**src/sv/bhls_pkg.sv**
```systemverilog
`timescale 1ns / 1ps
// Package for the button hold and LED flash sequencer: command and register
// codes, configuration reset values and shared structs. No dependencies.
package bhls_pkg;

  localparam int unsigned CNT_W     = 16;
  localparam int unsigned STEP_W    = 8;
  localparam int unsigned CMD_W     = 3;
  localparam int unsigned CFG_IDX_W = 3;
  localparam int unsigned CFG_DAT_W = 16;
  localparam int unsigned IN_TDATA_W  = 8;
  localparam int unsigned OUT_TDATA_W = 8;

  localparam logic [CNT_W-1:0]  HOLD_LIMIT_RST        = CNT_W'(10 * 1000);
  localparam logic [CNT_W-1:0]  FAST_HALF_PERIOD_RST  = CNT_W'(100);
  localparam logic [STEP_W-1:0] FAST_TOGGLE_LIMIT_RST = STEP_W'(10 * 2 * 4);
  localparam logic [CNT_W-1:0]  SLOW_HALF_PERIOD_RST  = CNT_W'(1000);
  localparam logic [CNT_W-1:0]  DUAL_HALF_PERIOD_RST  = CNT_W'(500);
  localparam logic [STEP_W-1:0] DUAL_STEP_LIMIT_RST   = STEP_W'(4 * 5 * 2);
  localparam logic [CNT_W-1:0]  HOLD_ON_TICKS_RST     = CNT_W'(2000);

  typedef enum logic [CMD_W-1:0] {
    CMD_NONE       = 3'd0,
    CMD_FAST_START = 3'd1,
    CMD_SLOW_START = 3'd2,
    CMD_SLOW_STOP  = 3'd3,
    CMD_DUAL_START = 3'd4,
    CMD_HOLD_START = 3'd5
  } cmd_t;

  typedef enum logic [CFG_IDX_W-1:0] {
    REG_HOLD_LIMIT        = 3'd0,
    REG_FAST_HALF_PERIOD  = 3'd1,
    REG_FAST_TOGGLE_LIMIT = 3'd2,
    REG_SLOW_HALF_PERIOD  = 3'd3,
    REG_DUAL_HALF_PERIOD  = 3'd4,
    REG_DUAL_STEP_LIMIT   = 3'd5,
    REG_HOLD_ON_TICKS     = 3'd6
  } reg_idx_t;

  typedef struct packed {
    logic [CNT_W-1:0]  hold_limit;
    logic [CNT_W-1:0]  fast_half_period;
    logic [STEP_W-1:0] fast_toggle_limit;
    logic [CNT_W-1:0]  slow_half_period;
    logic [CNT_W-1:0]  dual_half_period;
    logic [STEP_W-1:0] dual_step_limit;
    logic [CNT_W-1:0]  hold_on_ticks;
  } cfg_t;

  // LED levels and test flag after the current tick
  typedef struct packed {
    logic led_a;
    logic led_b;
    logic test_mode;
  } led_res_t;

endpackage

```
**src/sv/bhls_hold_det.sv**
```systemverilog
`timescale 1ns / 1ps
// Active-low button hold detector: counts ticks while the button is held
// and fires once the count reaches the limit. Depends on bhls_pkg.
module bhls_hold_det (
  input  logic                        clk,
  input  logic                        rst_n,
  input  logic                        step,
  input  logic                        level,
  input  logic [bhls_pkg::CNT_W-1:0]  limit,
  output logic                        fire
);
  import bhls_pkg::*;

  logic [CNT_W-1:0] count_r;
  logic [CNT_W-1:0] count_nxt;

  assign fire = !level && (count_r >= limit);

  always_comb begin
    if (level || fire) begin
      count_nxt = '0;
    end else begin
      count_nxt = count_r + CNT_W'(1);
    end
  end

  always_ff @(posedge clk) begin
    if (!rst_n) begin
      count_r <= '0;
    end else if (step) begin
      count_r <= count_nxt;
    end
  end

endmodule

```
**src/sv/bhls_led_seq.sv**
```systemverilog
`timescale 1ns / 1ps
// LED mode sequencer: test-mode flag, fast, slow, dual and LED B hold modes
// with their tick and step counters. Depends on bhls_pkg.
module bhls_led_seq (
  input  logic                        clk,
  input  logic                        rst_n,
  input  logic                        step,
  input  logic [bhls_pkg::CMD_W-1:0]  command,
  input  logic                        test_fire,
  input  bhls_pkg::cfg_t              cfg,
  output bhls_pkg::led_res_t          res
);
  import bhls_pkg::*;

  logic              test_flag_r, test_flag_nxt;
  logic              fast_on_r, fast_on_nxt;
  logic [CNT_W-1:0]  fast_ticks_r, fast_ticks_nxt;
  logic [STEP_W-1:0] fast_toggles_r, fast_toggles_nxt;
  logic              slow_on_r, slow_on_nxt;
  logic [CNT_W-1:0]  slow_ticks_r, slow_ticks_nxt;
  logic              dual_on_r, dual_on_nxt;
  logic [CNT_W-1:0]  dual_ticks_r, dual_ticks_nxt;
  logic [STEP_W-1:0] dual_steps_r, dual_steps_nxt;
  logic              bhold_on_r, bhold_on_nxt;
  logic [CNT_W-1:0]  bhold_ticks_r, bhold_ticks_nxt;
  logic              led_a_r, led_a_nxt;
  logic              led_b_r, led_b_nxt;

  always_comb begin
    test_flag_nxt    = test_flag_r;
    fast_on_nxt      = fast_on_r;
    fast_ticks_nxt   = fast_ticks_r;
    fast_toggles_nxt = fast_toggles_r;
    slow_on_nxt      = slow_on_r;
    slow_ticks_nxt   = slow_ticks_r;
    dual_on_nxt      = dual_on_r;
    dual_ticks_nxt   = dual_ticks_r;
    dual_steps_nxt   = dual_steps_r;
    bhold_on_nxt     = bhold_on_r;
    bhold_ticks_nxt  = bhold_ticks_r;
    led_a_nxt        = led_a_r;
    led_b_nxt        = led_b_r;

    // start commands only set the enable; counters keep their values
    unique case (command)
      CMD_FAST_START: fast_on_nxt  = 1'b1;
      CMD_SLOW_START: slow_on_nxt  = 1'b1;
      CMD_SLOW_STOP:  slow_on_nxt  = 1'b0;
      CMD_DUAL_START: dual_on_nxt  = 1'b1;
      CMD_HOLD_START: bhold_on_nxt = 1'b1;
      default: ;
    endcase

    if (test_fire) begin
      test_flag_nxt = !test_flag_r;
      led_a_nxt     = !test_flag_r;
      led_b_nxt     = !test_flag_r;
    end

    if (fast_on_nxt) begin
      slow_on_nxt = 1'b0;
      if (fast_toggles_r >= cfg.fast_toggle_limit) begin
        fast_toggles_nxt = '0;
        fast_on_nxt      = 1'b0;
        fast_ticks_nxt   = '0;
        led_a_nxt        = 1'b0;
      end else if (fast_ticks_r >= cfg.fast_half_period) begin
        fast_ticks_nxt   = '0;
        led_a_nxt        = !led_a_nxt;
        fast_toggles_nxt = fast_toggles_r + STEP_W'(1);
      end else begin
        fast_ticks_nxt = fast_ticks_r + CNT_W'(1);
      end
    end else if (slow_on_nxt) begin
      if (slow_ticks_r >= cfg.slow_half_period) begin
        slow_ticks_nxt = '0;
        led_a_nxt      = !led_a_nxt;
      end else begin
        slow_ticks_nxt = slow_ticks_r + CNT_W'(1);
      end
    end else if (dual_on_nxt) begin
      if (dual_steps_r >= cfg.dual_step_limit) begin
        dual_steps_nxt = '0;
        dual_on_nxt    = 1'b0;
        dual_ticks_nxt = '0;
        led_a_nxt      = 1'b0;
        led_b_nxt      = 1'b0;
      end else if (dual_ticks_r >= cfg.dual_half_period) begin
        dual_ticks_nxt = '0;
        // first step lights LED B alone, later steps swap both
        if (dual_steps_r == '0) begin
          led_a_nxt = 1'b0;
          led_b_nxt = 1'b1;
        end else begin
          led_a_nxt = !led_a_nxt;
          led_b_nxt = !led_b_nxt;
        end
        dual_steps_nxt = dual_steps_r + STEP_W'(1);
      end else begin
        dual_ticks_nxt = dual_ticks_r + CNT_W'(1);
      end
    end else if (bhold_on_nxt) begin
      if (bhold_ticks_r >= cfg.hold_on_ticks) begin
        bhold_ticks_nxt = '0;
        bhold_on_nxt    = 1'b0;
        led_b_nxt       = 1'b0;
      end else begin
        bhold_ticks_nxt = bhold_ticks_r + CNT_W'(1);
        led_b_nxt       = 1'b1;
      end
    end
  end

  assign res.led_a     = led_a_nxt;
  assign res.led_b     = led_b_nxt;
  assign res.test_mode = test_flag_nxt;

  always_ff @(posedge clk) begin
    if (!rst_n) begin
      test_flag_r    <= 1'b0;
      fast_on_r      <= 1'b0;
      fast_ticks_r   <= '0;
      fast_toggles_r <= '0;
      slow_on_r      <= 1'b0;
      slow_ticks_r   <= '0;
      dual_on_r      <= 1'b0;
      dual_ticks_r   <= '0;
      dual_steps_r   <= '0;
      bhold_on_r     <= 1'b0;
      bhold_ticks_r  <= '0;
      led_a_r        <= 1'b0;
      led_b_r        <= 1'b0;
    end else if (step) begin
      test_flag_r    <= test_flag_nxt;
      fast_on_r      <= fast_on_nxt;
      fast_ticks_r   <= fast_ticks_nxt;
      fast_toggles_r <= fast_toggles_nxt;
      slow_on_r      <= slow_on_nxt;
      slow_ticks_r   <= slow_ticks_nxt;
      dual_on_r      <= dual_on_nxt;
      dual_ticks_r   <= dual_ticks_nxt;
      dual_steps_r   <= dual_steps_nxt;
      bhold_on_r     <= bhold_on_nxt;
      bhold_ticks_r  <= bhold_ticks_nxt;
      led_a_r        <= led_a_nxt;
      led_b_r        <= led_b_nxt;
    end
  end

  // fast flash always shuts slow flash off
  a_fast_kills_slow: assert property (@(posedge clk) disable iff (!rst_n)
    (step && fast_on_r) |=> !slow_on_r)
    else $error("slow flash still on after a fast flash tick");

endmodule

```
**src/sv/button_hold_and_led_flash_sequencer.sv**
```systemverilog
`timescale 1ns / 1ps
// An accepted result is registered in the head, or in the skid if the head stalls.
// Throughput: one request per cycle while in_tready is high (skid entry empty).
// A two-entry output buffer keeps in_tready high while one result is stalled.
// Reset (rst_n low, synchronous) clears all counters, flags, LEDs and the
// output buffer, and loads the configuration registers with their defaults.
module button_hold_and_led_flash_sequencer (
  input  logic                                 clk,
  input  logic                                 rst_n,
  input  logic                                 in_tvalid,
  output logic                                 in_tready,
  // [0] net_button_level, [1] test_button_level, [4:2] command, [7:5] zero
  input  logic [bhls_pkg::IN_TDATA_W-1:0]      in_tdata,
  output logic                                 out_tvalid,
  input  logic                                 out_tready,
  // [0] led_a, [1] led_b, [2] network_start, [3] test_mode, [7:4] zero
  output logic [bhls_pkg::OUT_TDATA_W-1:0]     out_tdata,
  input  logic                                 cfg_valid,
  output logic                                 cfg_ready,
  input  logic [bhls_pkg::CFG_IDX_W-1:0]       cfg_index,
  input  logic [bhls_pkg::CFG_DAT_W-1:0]       cfg_data
);
  import bhls_pkg::*;

  cfg_t     cfg_r;
  logic     step;
  logic     net_fire;
  logic     test_fire;
  led_res_t res;
  logic [OUT_TDATA_W-1:0] res_data;

  logic                   out_valid_r, out_valid_nxt;
  logic [OUT_TDATA_W-1:0] out_data_r, out_data_nxt;
  logic                   skid_valid_r, skid_valid_nxt;
  logic [OUT_TDATA_W-1:0] skid_data_r, skid_data_nxt;
  logic                   pop;

  // configuration registers
  assign cfg_ready = 1'b1;

  always_ff @(posedge clk) begin
    if (!rst_n) begin
      cfg_r.hold_limit        <= HOLD_LIMIT_RST;
      cfg_r.fast_half_period  <= FAST_HALF_PERIOD_RST;
      cfg_r.fast_toggle_limit <= FAST_TOGGLE_LIMIT_RST;
      cfg_r.slow_half_period  <= SLOW_HALF_PERIOD_RST;
      cfg_r.dual_half_period  <= DUAL_HALF_PERIOD_RST;
      cfg_r.dual_step_limit   <= DUAL_STEP_LIMIT_RST;
      cfg_r.hold_on_ticks     <= HOLD_ON_TICKS_RST;
    end else if (cfg_valid && cfg_ready) begin
      unique case (cfg_index)
        REG_HOLD_LIMIT:        cfg_r.hold_limit        <= cfg_data;
        REG_FAST_HALF_PERIOD:  cfg_r.fast_half_period  <= cfg_data;
        REG_FAST_TOGGLE_LIMIT: cfg_r.fast_toggle_limit <= cfg_data[STEP_W-1:0];
        REG_SLOW_HALF_PERIOD:  cfg_r.slow_half_period  <= cfg_data;
        REG_DUAL_HALF_PERIOD:  cfg_r.dual_half_period  <= cfg_data;
        REG_DUAL_STEP_LIMIT:   cfg_r.dual_step_limit   <= cfg_data[STEP_W-1:0];
        REG_HOLD_ON_TICKS:     cfg_r.hold_on_ticks     <= cfg_data;
        default: ;
      endcase
    end
  end

  assign in_tready = !skid_valid_r;
  assign step      = in_tvalid && in_tready;

  bhls_hold_det u_net_hold (
    .clk   (clk),
    .rst_n (rst_n),
    .step  (step),
    .level (in_tdata[0]),
    .limit (cfg_r.hold_limit),
    .fire  (net_fire)
  );

  bhls_hold_det u_test_hold (
    .clk   (clk),
    .rst_n (rst_n),
    .step  (step),
    .level (in_tdata[1]),
    .limit (cfg_r.hold_limit),
    .fire  (test_fire)
  );

  bhls_led_seq u_led_seq (
    .clk       (clk),
    .rst_n     (rst_n),
    .step      (step),
    .command   (in_tdata[4:2]),
    .test_fire (test_fire),
    .cfg       (cfg_r),
    .res       (res)
  );

  assign res_data = {4'b0000, res.test_mode, net_fire, res.led_b, res.led_a};

  // two-entry output buffer: head register plus skid register
  assign pop = out_valid_r && out_tready;

  always_comb begin
    out_valid_nxt  = out_valid_r;
    out_data_nxt   = out_data_r;
    skid_valid_nxt = skid_valid_r;
    skid_data_nxt  = skid_data_r;
    if (pop) begin
      if (skid_valid_r) begin
        out_data_nxt   = skid_data_r;
        skid_valid_nxt = 1'b0;
      end else begin
        out_valid_nxt = step;
        out_data_nxt  = res_data;
      end
    end else if (step) begin
      if (!out_valid_r) begin
        out_valid_nxt = 1'b1;
        out_data_nxt  = res_data;
      end else begin
        skid_valid_nxt = 1'b1;
        skid_data_nxt  = res_data;
      end
    end
  end

  always_ff @(posedge clk) begin
    if (!rst_n) begin
      out_valid_r  <= 1'b0;
      skid_valid_r <= 1'b0;
    end else begin
      out_valid_r  <= out_valid_nxt;
      skid_valid_r <= skid_valid_nxt;
    end
  end

  always_ff @(posedge clk) begin
    out_data_r  <= out_data_nxt;
    skid_data_r <= skid_data_nxt;
  end

  assign out_tvalid = out_valid_r;
  assign out_tdata  = out_data_r;

  a_skid_behind_head: assert property (@(posedge clk) disable iff (!rst_n)
    skid_valid_r |-> out_valid_r)
    else $error("skid entry held without a head entry");

  a_skid_fill_on_stall: assert property (@(posedge clk) disable iff (!rst_n)
    $rose(skid_valid_r) |-> $past(out_valid_r && !out_tready && step))
    else $error("skid entry filled without a stalled head");

  a_result_follows_request: assert property (@(posedge clk) disable iff (!rst_n)
    (step && !out_valid_r) |=> out_valid_r)
    else $error("accepted request produced no result");

endmodule
```
**config.mk**
```make
export PLATFORM = sky130hd
export DESIGN_NAME = button_hold_and_led_flash_sequencer
export DESIGN_NICKNAME = d
export VERILOG_FILES = /design/src/sv/bhls_pkg.sv /design/src/sv/bhls_hold_det.sv /design/src/sv/bhls_led_seq.sv /design/src/sv/button_hold_and_led_flash_sequencer.sv
export SDC_FILE = /design/constraint.sdc
export NUM_CORES = 1
export LEC_CHECK = 0
export BUFFER_PORTS_ARGS = -buffer_cell sky130_fd_sc_hd__buf_2
export CAP_MARGIN = 10
export CORE_UTILIZATION = 40
export DETAILED_ROUTE_END_ITERATION = 8
export GPL_TIMING_DRIVEN = 1
export SLEW_MARGIN = 20
export SYNTH_ARGS = -nofsm -noshare
export SYNTH_HDL_FRONTEND = slang
export SYNTH_SLANG_ARGS = --single-unit
```
**constraint.sdc**
```tcl
create_clock -name clk -period 5.65 [get_ports clk]
set_input_delay 0.8475 -clock clk [delete_from_list [all_inputs] [get_ports clk]]
set_output_delay 0.8475 -clock clk [all_outputs]
set_load 0.03 [all_outputs]
```
==> qor.csv, run 1 <==
metric,value,unit
postCtsSetupRepairBufs,0,
required,6.03,ns
synth_seq_cells,225,
clkLatencyLatePin,0.52,ns
clk_root_buffer_cell,clkbuf_16,
ys_top_cells_by_area,"dfxtp_1, ha_1, nand2_1",
final_nets,1626,
dp_hpwl,20100,um
status,"finished, final reports clean",
rsz0062_at_grt,no,
hp-class,register to register,
cap_violations,0,
netlist.area_leader.share,36.1,%
core,29600,um2
synth-simple-area-share,21.6,%
layout-area-overhead-vs-synth,11.2,%
postSynth.asyncResetShare,0,%
clk_path_buf_depth,3,
grt_max_degree,89,
cp-start-kind,register,
ctsResizeCount,0,
worstPathMaxFanout,14,
synth.most_common_cell,nand2_1,
dp_slack,2.11,ns
synth_top_family_by_area,simple AND/OR/NAND/NOR gates,
fp-row-count,63,
netlist_area,12000,um2
synth_edf_count,8,
synth-xor-area-share,7.20,%
hold_viol_final,0,
dp_cells,1834,
setup_ws,2.53,ns
syn_inst,1444,
dpl-instance-area,12600,um2
final_cells,1879,
ys_top_cells_by_count,"nand2_1, dfxtp_1, nor2_1",
cts_buffers,27,
cellPowerDensity,259,nW/um2
n_antenna_cell,0,
worst_pin_slew,0.947,ns
drt_pre_antenna_iters,5,
synth_mux_area_share,0.0831,%
drt-total-wl,27900,um
synth_compound_area_share,15.2,%
ys_types,59,
synth_ff_type,dfxtp_1,
route.detailed.drc,0,
slew_viol_final,0,
ys_seq_area_share,38.1,%
fin_util,45.2,%
min_path_cells,2,
fin_area,13400,um2
start_util,40.6,%
grt_util_all_layers,18.6,%
cp_data_arrival_time,3.50,ns
vias_per_cell,5.03,
post-route-period-util,55.2,%
min_period,3.12,ns
gp_congestion,0.820,
skew,0.00791,ns
grt_pass1_vias,9124,
drive_above_1_share,6.58,%
clkSinkCount,225,
whs,0.462,ns
p_leak,5.59,nW
antenna_found_initial,0,
io_buffers,34,
total_power,3.46,mW
wl_per_cell,14.8,um
ir_drop,0.204,mV
post-synth-top-area-cell,dfxtp_1,
max_freq,320,MHz
setup_viol,0,
grt_overflow,0,
clkSlewWorstSetupHoldPaths,0.06,ns
ctsHoldBuffers,0,
grt_pass1_wl,46400,um
rr_worst_depth,9,
setup_tns,0,ns
die_area,30800,um2
vias,9459,
drt-initial-drc-count,454,
ant_nets,0,
relSlewSlack,36.6,%
syn_area_per_cell,8.34,um2
fp.dieW,176,um
worstSetupPathType,register to register,
h-tree-depth,1,
ios,43,
die_h,176,um
cts_tree,done,
cp-end-kind,register,
synth_warnings,0,
synthAdderAreaFrac,12.6,%
-- cells by family (layout without fill, tap and decap cells) --
logic type | Yosys count | count (layout)
AND/OR/NAND/NOR | 575 | 575
AO/OA/AOI/OAI | 264 | 264
flip-flops | 225 | 225
buffers and inverters | 157 | 199
adder cells (fa/ha/maj) | 121 | 121
XOR/XNOR | 99 | 99
other | 2 | 5
multiplexers | 1 | 1
-- state kept, by name, indices dropped and copies added (netlist names) --
name	flops
cfg_r	96
out_tdata	4
out_tvalid	1
skid_data_r	4
skid_valid_r	1
u_led_seq.bhold_on_r	1
u_led_seq.bhold_ticks_r	16
u_led_seq.dual_on_r	1
u_led_seq.dual_steps_r	8
u_led_seq.dual_ticks_r	16
u_led_seq.fast_on_r	1
u_led_seq.fast_ticks_r	16
u_led_seq.fast_toggles_r	8
u_led_seq.led_a_r	1
u_led_seq.led_b_r	1
u_led_seq.slow_on_r	1
u_led_seq.slow_ticks_r	16
u_led_seq.test_flag_r	1
u_net_hold.count_r	16
u_test_hold.count_r	16
-- report_power, final --
| part | leakage, nW | switching, mW | internal [mW] |
|---|---|---|---|
| logic | 3.37 | 0.158 | 0.0789 |
| clock network | 0.389 | 0.643 | 0.939 |
| registers | 1.83 | 0.0179 | 1.63 |
| total | 5.59 | 0.819 | 2.65 |
-- routing by layer --
layer  wire length [um]  track usage [%]  up-vias
met1              13400             24.1     4372
met4                504             4.38        0
li1                   -                -     4938
met2              13000             32.4      114
met5                  0                0        -
met3                994             2.79       35
-- layout by cell type, fill, tap and decap left out, types with 13 or more instances in the layout --
cell type,count
dfxtp_1,217
xnor2_1,30
a21o_1,23
xor2_1,69
inv_1,111
and3_1,32
clkbuf_16,27
o21ai_0,30
o211ai_1,33
nor2_1,132
a21oi_1,37
nand2_1,255
nand3_1,42
a21boi_0,76
nand2b_1,13
buf_2,33
ha_1,121
and2_1,26
nand4_1,34
-- cell type report --
cell class                 count  area, um2
tap                          390        488
multi-input combinational   1065       6870
fill                        3008      16200
clock inverter                 2       10.0
sequential                   225       4580
clock buffer                  43        786
inverter                     111        417
timing repair buffer          43        240
-- critical path, stage by stage (launching register included) --
cell and delay [ns]:
dfxtp_1 0.39, inv_1 0.06, ha_1 0.27, nor2b_1 0.04, o21ai_1 0.15, a221oi_1 0.11
or4b_1 0.55, a31oi_1 0.74, nand2b_1 0.55, nor2_1 0.11
-- path summary, 6_finish.rpt --
check	from	endpoint	slack, ns
worst max-delay path	u_led_seq.fast_ticks_r[0]$_SDFFE_PN0P_	u_led_seq.fast_ticks_r[7]$_SDFFE_PN0P_	2.53
worst min-delay path	cfg_r[74]$_SDFFE_PN0P_	cfg_r[74]$_SDFFE_PN0P_	0.46
worst max register to register	u_led_seq.fast_ticks_r[0]$_SDFFE_PN0P_	u_led_seq.fast_ticks_r[7]$_SDFFE_PN0P_	2.53
worst min register to register	cfg_r[74]$_SDFFE_PN0P_	cfg_r[74]$_SDFFE_PN0P_	0.46
Power figures use the tool's default switching activity.
==> inputs of run 2 (changes only) <==
--- a/config.mk
+++ b/config.mk
@@ -5,6 +5,7 @@
 export SDC_FILE = /design/constraint.sdc
 export NUM_CORES = 1
 export LEC_CHECK = 0
+export ABC_AREA = 1
 export BUFFER_PORTS_ARGS = -buffer_cell sky130_fd_sc_hd__buf_2
 export CAP_MARGIN = 10
 export CORE_UTILIZATION = 40
==> constraint.sdc (replaced) <==
create_clock -name clk -period 3 [get_ports clk]
set_input_delay 0.45 -clock clk [delete_from_list [all_inputs] [get_ports clk]]
set_output_delay 0.45 -clock clk [all_outputs]
set_load 0.03 [all_outputs]
==> run 2 against run 1 <==
Non-clock buffer count rose by 11. Die area rose by 0.31%. Total power rose by 96%. Synthesized cell count rose by 12%. Sequential power rose by 88%. Worst hold slack got worse by 0.26 ns. Count of clock-buffer cells in the layout fell by 3. Via count rose by 7.3%. Critical path type unchanged. Sequential cell count did not move. Fmax rose by 20%. Critical path depth rose by 2.
==> qor.csv, run 2 <==
metric,value,unit,change
cp-start-kind,register,,
ir_drop,0.408,mV,+100%
fp-row-count,63,,unchanged
layout_common_cells,"inv_1, nand2_1, dfxtp_1, nor2_1, a21oi_1",,
crit_slowest_cell,nand3_1,,
vias,10200,,+7.3%
synth_ff_type,dfxtp_1,,
whs_endpoint,skid_valid_r$_SDFFE_PP0P_,,
seqPwrFrac,45.8,%,-1.7 points
cp_data_arrival_time,3.02,ns,-0.48 ns
switching_share,24.2,%,+0.53 points
grt_pass1_vias,9287,,+1.8%
die_area,30900,um2,+0.31%
wl_per_cell,13.8,um,-7.2%
synth_seq_cells,225,,unchanged
postSynth.asyncResetShare,0,%,unchanged
relSlewSlack,56.1,%,+19 points
grt_pass1_wl,46500,um,+0.19%
worstPathMaxFanout,13,,-1
fp.dieW,176,um,+0.15%
postCtsSetupRepairBufs,0,,unchanged
rr_startpoint,cfg_r[61]$_SDFFE_PN0P_,,
dp_cells,2023,,+10%
slowest_delay,0.34,ns,-0.40 ns
die_h,176,um,+0.15%
grt_max_degree,30,,-66%
path_common_cell,nor2_1,,
rsz0062_at_grt,no,,
netlist_area,12100,um2,+0.31%
vias_per_cell,4.91,,-2.5%
multi_input_area,6360,um2,-7.4%
post-route-period-util,86.6,%,+31 points
h-tree-depth,1,,unchanged
clkSinkCount,225,,unchanged
cts_tree,done,,
ctsResizeCount,0,,unchanged
io_buffers,34,,unchanged
ios,43,,unchanged
switchingPower,1.64,mW,+100%
required,3.42,ns,-2.61 ns
synth_edf_count,8,,unchanged
dp_hpwl,21100,um,+5.4%
syn_inst,1619,,+12%
p_int,5.15,mW,+95%
drt_pre_antenna_iters,5,,unchanged
grt.met2_usage,30.6,%,-1.7 points
fin_area,13600,um2,+1.2%
setup_viol,0,,unchanged
largest_reg_flops,96,,unchanged
core,29600,um2,unchanged
cellPowerDensity,501,nW/um2,+94%
worstPathCellList,"inv_1, ha_1, a21oi_1, nor2_1, a211oi_1, nand3_1, nor2_1, nor2_1, inv_1, nand2_1, a221oi_1",,
dpl-instance-area,12700,um2,+0.91%
hold_viol_final,0,,unchanged
layout-area-overhead-vs-synth,12.2,%,
fillers,3021,,+0.43%
drt-total-wl,28500,um,+2.2%
setup_tns,0,ns,unchanged
clk_root_buffer_cell,clkbuf_16,,
post-synth-top-area-cell,dfxtp_1,,
antenna_found_initial,0,,unchanged
min_from,in_tvalid,,
layout_commonest_cell,inv_1,,
cap_violations,0,,unchanged
worstSetupPathType,register to register,,
ant_nets,0,,unchanged
final_nets,1814,,+12%
status,"finished, final reports clean",,
reg2reg_slack,0.40,ns,-2.13 ns
busiest_layer,met2,,
p_leak,5.79,nW,+3.6%
route.detailed.drc,0,,unchanged
grt_use_met1,25.9,%,+1.8 points
n_antenna_cell,0,,unchanged
final_cells,2069,,+10%
netlist.area_leader.share,36.0,%,-0.11 points
max_freq,385,MHz,+20%
drive_above_1_share,7.09,%,+0.51 points
ctsHoldBuffers,0,,unchanged
ys_top_cells_by_count,"inv_1, nand2_1, dfxtp_1",,
syn_area_per_cell,7.46,um2,-11%
regMostFlops,cfg_r,,
min_path_cells,3,,+1
skew,0.0128,ns,+0.00484 ns
ys_types,49,,-17%
grt_util_all_layers,18.7,%,+0.12 points
slew_viol_final,0,,unchanged
register_area,4580,um2,unchanged
p_clk_share,46.6,%,+0.9 points
rr_worst_depth,11,,+2
grt_overflow,0,,unchanged
hp-class,primary input to register,,
ys_seq_area_share,37.9,%,-0.12 points
gp_congestion,0.847,,+3.3%
synth.most_common_cell,inv_1,,
whs,0.199,ns,-0.263 ns
ys_top_cells_by_area,"dfxtp_1, ha_1, inv_1",,
synth_warnings,0,,unchanged
p_comb_share,7.6,%,+0.8 points
use_met3,2.34,%,-0.45 points
cts_buffers,26,,-3.7%
min_period,2.60,ns,-0.523 ns
worstReg2RegEnd,u_led_seq.fast_ticks_r[4]$_SDFFE_PN0P_,,
start_util,40.8,%,+0.13 points
clkSlewWorstSetupHoldPaths,0.06,ns,about the same
worst_pin_slew,0.659,ns,-0.288 ns
clkLatencyLatePin,0.53,ns,about the same
drt-initial-drc-count,576,,+27%
clk_path_buf_depth,3,,unchanged
cp-end-kind,register,,
==> run 2: cell count changes after synthesis, sizes merged, moves of 37 or more <==
cell	previous run	this run
a21oi	37	165
inv	111	253
xor2	69	30
a21boi	77	1
nor3	6	43
o21ai	43	114
nor2	137	179
==> run 2: layout make-up <==
cell class              count  share of cell area [%]
multi-input cells        1100                    46.9
clock buffers              40                    5.64
flip-flops and latches    225                    33.8
well taps                 390                    3.60
inverters                 254                    7.03
clock inverters             6                   0.618
repair buffers             54                    2.36
==> run 2: power groups by stage <==
stage                     Combinational (mW)  Sequential [mW]  Clock, mW
after floorplan                        0.334             3.18          0
after global placement                 0.508             3.17          0
after detailed placement               0.517             3.17          0
after CTS                              0.519             3.11       3.24
after global routing                   0.587             3.11       3.36
final                                  0.517             3.11       3.16
==> run 2: logic make-up after synthesis <==
group	synth area share, %
AOI/OAI and AO/OA	15.0
xor gates and xnor gates	3.19
adders and majority gates	12.5
buffers and inverters	9.52
DFF	37.9
other	0.0622
and+or+nand+nor	21.7
==> run 2: metal layers <==
layer | part of all wire, % | routed length, um | vias up
met5 | 0 | 0 | -
met4 | 1.8 | 512 | 0
met3 | 3.6 | 1030 | 34
met2 | 45 | 12800 | 119
met1 | 50 | 14100 | 4578
li1 | - | - | 5421
==> run 2: worst max-delay path by stage <==
stage / from / to / depth (start not counted)
global route: cfg_r[61]$_SDFFE_PN0P_ / u_led_seq.fast_ticks_r[4]$_SDFFE_PN0P_ / 11
CTS: cfg_r[61]$_SDFFE_PN0P_ / u_led_seq.fast_ticks_r[4]$_SDFFE_PN0P_ / 11
finish: cfg_r[61]$_SDFFE_PN0P_ / u_led_seq.fast_ticks_r[4]$_SDFFE_PN0P_ / 11
detailed placement: cfg_r[61]$_SDFFE_PN0P_ / u_led_seq.fast_ticks_r[4]$_SDFFE_PN0P_ / 11
global placement: cfg_r[61]$_SDFFE_PN0P_ / u_led_seq.fast_ticks_r[4]$_SDFFE_PN0P_ / 11
floorplan: cfg_r[25]$_SDFFE_PN0P_ / u_led_seq.dual_ticks_r[10]$_SDFFE_PN0P_ / 16
==> run 2: critical path: cells and delay by family, from the launching register on <==
family | cells | cell delay (ns)
flops | 1 | 0.30
compound gates | 3 | 0.68
fa+ha+maj | 1 | 0.30
simple gates | 5 | 1.04
buf+inv | 2 | 0.15
==> run 2: through the flow <==
stage / total power, mW / utilization (%) / setup slack [ns]
floorplan: 3.52 / - / 0.934
global placement: 3.68 / 42.9 / 0.428
detailed placement: 3.69 / 42.9 / 0.376
CTS: 6.87 / 45.7 / 0.362
global route: 7.06 / 45.7 / 0.0567
finish: 6.79 / 45.7 / 0.403
